<file path="src/sv/dns_query_responder_macros.svh">
// Assertion macros used by the responder's queue module.
`ifndef DNS_QUERY_RESPONDER_MACROS_SVH
`define DNS_QUERY_RESPONDER_MACROS_SVH

// Same-cycle implication, checked out of reset.
`define DQR_ASSERT_IMPL(lbl, ante, cons, msg) \
  lbl: assert property (@(posedge clk) disable iff (!rst_n) (ante) |-> (cons)) else $error(msg);

// Next-cycle implication, checked out of reset.
`define DQR_ASSERT_NEXT(lbl, ante, cons, msg) \
  lbl: assert property (@(posedge clk) disable iff (!rst_n) (ante) |=> (cons)) else $error(msg);

`endif

</file>
<file path="src/sv/dqr_pkg.sv">
// Package with the queue word type and fixed frame offsets of the responder.
`timescale 1ns / 1ps
package dqr_pkg;

  localparam int DNS_AT   = 42;
  localparam int QNAME_AT = 54;

  localparam logic [15:0] QTYPE_A    = 16'd1;
  localparam logic [15:0] QTYPE_AAAA = 16'd28;

  localparam logic [3:0] WORD_META  = 4'd8;
  localparam logic [3:0] WORD_ADDR0 = 4'd9;
  localparam logic [3:0] WORD_ADDR1 = 4'd10;
  localparam logic [3:0] WORD_VALID = 4'd11;

  typedef struct packed {
    logic             is_cfg;
    logic             bank;
    logic             ok;
    logic             aaaa;
    logic [15:0]      qclass;
    logic [7:0]       nlen;
    logic [18:0]      psum;
    logic [7:0][63:0] key;
    logic [7:0]       idx;
    logic [3:0]       word;
    logic [63:0]      value;
  } q_ent_t;

endpackage

</file>
<file path="src/sv/dqr_queue.sv">
// Two-entry queue between the front and back parts.
`timescale 1ns / 1ps
`include "dns_query_responder_macros.svh"
module dqr_queue import dqr_pkg::*; (
  input  logic   clk,
  input  logic   rst_n,
  input  logic   push,
  input  q_ent_t push_ent,
  input  logic   pop,
  output q_ent_t head,
  output logic   full,
  output logic   empty
);

  q_ent_t     ent_r [2];
  logic       wp_r, rp_r;
  logic [1:0] cnt_r;

  assign full = (cnt_r == 2'd2);
  assign empty = (cnt_r == 2'd0);
  assign head = ent_r[rp_r];

  always_ff @(posedge clk) begin
    if (push) ent_r[wp_r] <= push_ent;
  end

  always_ff @(posedge clk) begin
    if (!rst_n) begin
      wp_r <= 1'b0;
      rp_r <= 1'b0;
      cnt_r <= '0;
    end else begin
      if (push) wp_r <= ~wp_r;
      if (pop) rp_r <= ~rp_r;
      cnt_r <= cnt_r + {1'b0, push} - {1'b0, pop};
    end
  end

  `DQR_ASSERT_IMPL(a_push_room, push, !full, "Word pushed into a full queue.")
  `DQR_ASSERT_IMPL(a_pop_data, pop, !empty, "Pop from an empty queue.")
  `DQR_ASSERT_NEXT(a_push_lands, push && !pop, !empty, "Pushed word did not land.")

endmodule

</file>
<file path="config.mk">
export PLATFORM = sky130hd
export DESIGN_NAME = dqr_queue
export DESIGN_NICKNAME = d
export VERILOG_FILES = /design/src/sv/dqr_pkg.sv /design/src/sv/dqr_queue.sv
export VERILOG_INCLUDE_DIRS = /design/src /design/src/sv
export SDC_FILE = /design/constraint.sdc
export NUM_CORES = 1
export LEC_CHECK = 0
export BUFFER_PORTS_ARGS = -buffer_cell sky130_fd_sc_hd__buf_2
export CORE_AREA = 2 2 490 492
export CTS_CLUSTER_DIAMETER = 100
export DETAILED_ROUTE_END_ITERATION = 8
export DIE_AREA = 0 0 492 494
export PLACE_DENSITY = 0.43
export REMOVE_ABC_BUFFERS = 1
export SKIP_LAST_GASP = 1
export SLEW_MARGIN = 20
export SYNTH_ARGS = -nofsm -noshare
export SYNTH_HDL_FRONTEND = slang
export SYNTH_SLANG_ARGS = --single-unit
</file>
<file path="constraint.sdc">
create_clock -name clk -period 44.3 [get_ports clk]
set_input_delay 4.43 -clock clk [delete_from_list [all_inputs] [get_ports clk]]
set_output_delay 4.43 -clock clk [all_outputs]
set_load 0.005 [all_outputs]
</file>
* After elaboration in Yosys (flattened, before gate mapping)
Memory sizes are Yosys's and may differ from the RTL's. A register that Yosys moved wholly into a read port is not among the register bits.
Index checks and enable logic that the tools add are counted.
** Word-level totals
- Latch bits :: 0
- Logic and storage cells :: 14
- Memories :: 1
- Bits in read-only memories :: 0
- Output and inout port bits :: 637
- Flip-flop bits (word level) :: 4
- RAM bits :: 1270
** Memories
- ent_r :: words 2, bits a word 635, rd ports 1, clocked after memory_dff 1, wr ports 1, line dqr_queue.sv:15 : q_ent_t ent_r [2];
** Cells by class
- Shift operators :: 0
- Magnitude comparators :: 0
- Div/mod/pow operators :: 0
- Muxes and demuxes :: 4
- Reduce and logical (&&, ||, !) cells :: 1
- Add/subtract/negate cells :: 2
- $mul :: 0
- Bitwise logic cells :: 2
- Eq/ne operators :: 1
** Operators with widths (count)
- 1-bit two-way mux :: 4
- 2-bit by 1-bit adder with 2-bit output :: 1
- 2-bit == test, second input constant :: 1
- 2-bit zero test :: 1
- 1-bit inverter :: 2
- 2-bit by 1-bit subtractor with 2-bit output :: 1

* Depth between registers and ports, before layout
- Word-level depth :: 3
- Depth in mapped cells :: 6
- Mapped depth without buffers :: 6

* Worst setup path before layout
OpenSTA, ideal clock, no wires.
- Kind :: in2reg
- Start :: input push
- End :: register wp_r
- Arrival :: 33495 ps
- Stages on the path :: 2
- Buffers on the path :: 0
- Library setup time :: 174 ps
- Data required time :: 44126 ps
- Slack :: 10630 ps
- Cell sequence :: nor2b_1 > o21a_1
** RTL lines
- start, declared :: line dqr_queue.sv:7 : input logic push,
- end signal, assigned :: line dqr_queue.sv:33 : if (push) wp_r <= ~wp_r;
- end, declared :: line dqr_queue.sv:16 : logic wp_r, rp_r;

==> flow_metrics.env <==
export IMPL_avgSynthCellArea_sq_um=23.3
export IMPL_p_per_area_nw_per_um2=46.6
export IMPL_synth_edf_count=1270
export IMPL_wl_per_cell_um=23.3
export IMPL_clk_latency_ps=780
export IMPL_hpwl_mm=118
export IMPL_grt_pass1_wl_mm=209
export IMPL_reg2regPathDepth=7
export IMPL_m1WireLength_mm=60.5
export IMPL_slew_viol_final=0
export IMPL_cts_htree_levels=4
export IMPL_drive_gt1_share_pct=61.1
export IMPL_dieArea_sq_um=243000
export IMPL_yosys_warnings=0
export IMPL_post_cts_buffers=0
export IMPL_start_util_pct=19.6
export IMPL_drv_cap=0
export IMPL_clk_pin_slew_ps=60
export IMPL_peakVddDrop_mv=0.0324
export IMPL_drcViolationCount=0
export IMPL_cts_buffer_depth=3
export IMPL_grt_pass1_vias=25100
export IMPL_grt_setup_unrepaired="no"
export IMPL_hold_path_depth=2
export IMPL_dr_pass1_iters=6
export IMPL_grt_overflow_total=0
export IMPL_nNetsFinal=4021
export IMPL_place_area_sq_um=56700
export IMPL_ios=1276
export IMPL_postRouteAntennaNets=0
export IMPL_dieWidth_um=492
export IMPL_cts_tree="yes"
export IMPL_nFillCells=24400
export IMPL_fin_skew_ps=42.7
export IMPL_cts_sinks=1275
export IMPL_core_area_sq_um=237000
export IMPL_tightest_slew_ps=1040
export IMPL_routed_wirelength_mm=156
export IMPL_fin_area_sq_um=61400
export IMPL_worst_setup_path_end_kind="output pin"
export IMPL_grt_use_total_pct=12.3
export IMPL_max_freq_mhz=94.0
export IMPL_min_from="rp_r$_SDFFE_PN0P_"
export IMPL_cellLeakagePower_nw=22.4
export IMPL_synthCells=1997
export IMPL_synth_cell_types=14
export IMPL_synthArstFlopShare_pct=0
export IMPL_synth_cell_area_sq_um=46500
export IMPL_highest_layer="met5"
export IMPL_status="completed"
export IMPL_finalSetupTns_ps=0
export IMPL_cts_hold_buf=0
export IMPL_vias=24700
export IMPL_wl_met2_mm=73.4
export IMPL_core_rowCount=179
export IMPL_io_buffers=1275
export IMPL_route_met3_wl_mm=18.3
export IMPL_cp_required_ps=39870
export IMPL_rr_startpoint="wp_r$_SDFFE_PN0P_"
export IMPL_slew_headroom_pct=30.5
export IMPL_ys_ff_latch=1275
export IMPL_critPathKind="flop to output pin"
export IMPL_clock_root_buffer="clkbuf_16"
export IMPL_timing_final_crit_share_pct=24.0
export IMPL_synthFlopType="edfxtp_1"
export IMPL_reg2reg_to="ent_r[0][565]$_DFFE_PP_"
export IMPL_crit_fanout=107
export IMPL_arrival_ps=6210
export IMPL_cts_buffers_inserted=149
export IMPL_drt_initial_drc_count=1485
export IMPL_hold_viol_final=0
export IMPL_setup_viol=0
export IMPL_fin_crit_ps=10640
export IMPL_gp_congestion=0.819
export IMPL_hp_class="flop to flop"
export IMPL_area_growth_syn_to_layout_pct=32.0
export IMPL_antenna_found_initial=150
export IMPL_synth_seq_area_share_pct=82.2
export IMPL_ff2ff_setup_slack_ps=37990
export IMPL_viasPerCell=3.69
export IMPL_start_kind="flop"
export IMPL_die_y_um=494
export IMPL_grt_max_degree=147
export IMPL_cts_resized_gates=0
## per-layer routing
metal	global-route usage [%]	up-vias
li1	-	10900
met1	14.3	12300
met2	20.1	1122
met3	6.51	337
met4	2.85	134
met5	0	-
## metrics by stage
stage                     setup WS, ps  std cells  utilization (%)  total power [mW]  hold slack, ps
after CTS                        33440       6664             25.8              2.92             588
after detailed placement         33570       6396             23.9              1.74             566
after global routing             33200       6668             25.9              2.98             641
after floorplan                  10630       1926                -              1.70             555
after global placement           33560       6396             23.9              1.74             571
final                            33660       6697             25.9              2.87             581
## cell usage in the layout (no fill, tap or decap), drive strengths merged, types with 5 or more instances in the layout
cell,count
buf,1303
edfxtp,1270
mux2,635
clkbuf,185
clkinv,65
diode,33
inv,10
bufinv,6
dfxtp,5
## worst max-delay path, stage by stage (launching register included)
cell,delay [ps]
dfxtp_4,770
buf_4,860
buf_4,710
buf_4,720
buf_12,600
buf_4,830
mux2_2,420
buf_2,130
## flip-flops by register name, summed over array words and instances, names as in the netlist, named ones only
register,flops
ent_r,1270
wp_r,1
cnt_r,2
rp_r,1
## cell type report
class                      instances  area, sq um  share of cell area [%]
sequential                      1275        38200                    62.2
antenna                           33         82.6                   0.134
multi-input combinational        649         7840                    12.8
inverter                           2         7.51                  0.0122
timing repair buffer            1303         6640                    10.8
tap                             3167         3960                    6.45
clock inverter                    83          788                    1.28
clock buffer                     185         3880                    6.32
## cells in the mapped netlist (2+ instances only)
library cell	instances	area, sq um
nor2b_1	4	25.0
and2_1	4	25.0
mux2_2	485	5460
inv_1	2	7.51
buf_2	53	265
edfxtp_1	1270	38100
ha_1	2	25.0
mux2_4	150	2250
dfxtp_1	5	100
buf_6	18	203
## report_power, final
group | switching, mW | leakage [nW] | internal (mW) | total, mW
Clock | 0.498 | 2.25 | 0.664 | 1.16
Sequential | 0.0138 | 12.0 | 1.40 | 1.41
Combinational | 0.160 | 8.18 | 0.132 | 0.292
Total | 0.672 | 22.4 | 2.19 | 2.87
## cells by family after synthesis
kind of cell,count (synthesis),synth area share [%]
AO/OA/AOI/OAI,1,0.0161
XOR/XNOR,2,0.0672
adder cells (fa/ha/maj),2,0.0538
buffers and inverters,73,1.02
flip-flops,1275,82.2
multiplexers,635,16.6
AND/OR/NAND/NOR,9,0.116
## how the worst max path moves through the flow
stage                                    to  slack [ps]  from  depth (start not counted)
finish                             head[14]       33660  flop                          7
detailed placement  ent_r[0][560]$_DFFE_PP_       33570  push                          8
global route                       head[71]       33200  flop                          7
floorplan                 wp_r$_SDFFE_PN0P_       10630  push                          2
global placement    ent_r[0][125]$_DFFE_PP_       33560  push                          8
CTS                                head[54]       33440  flop                          7
Power figures use the tool's default switching activity.
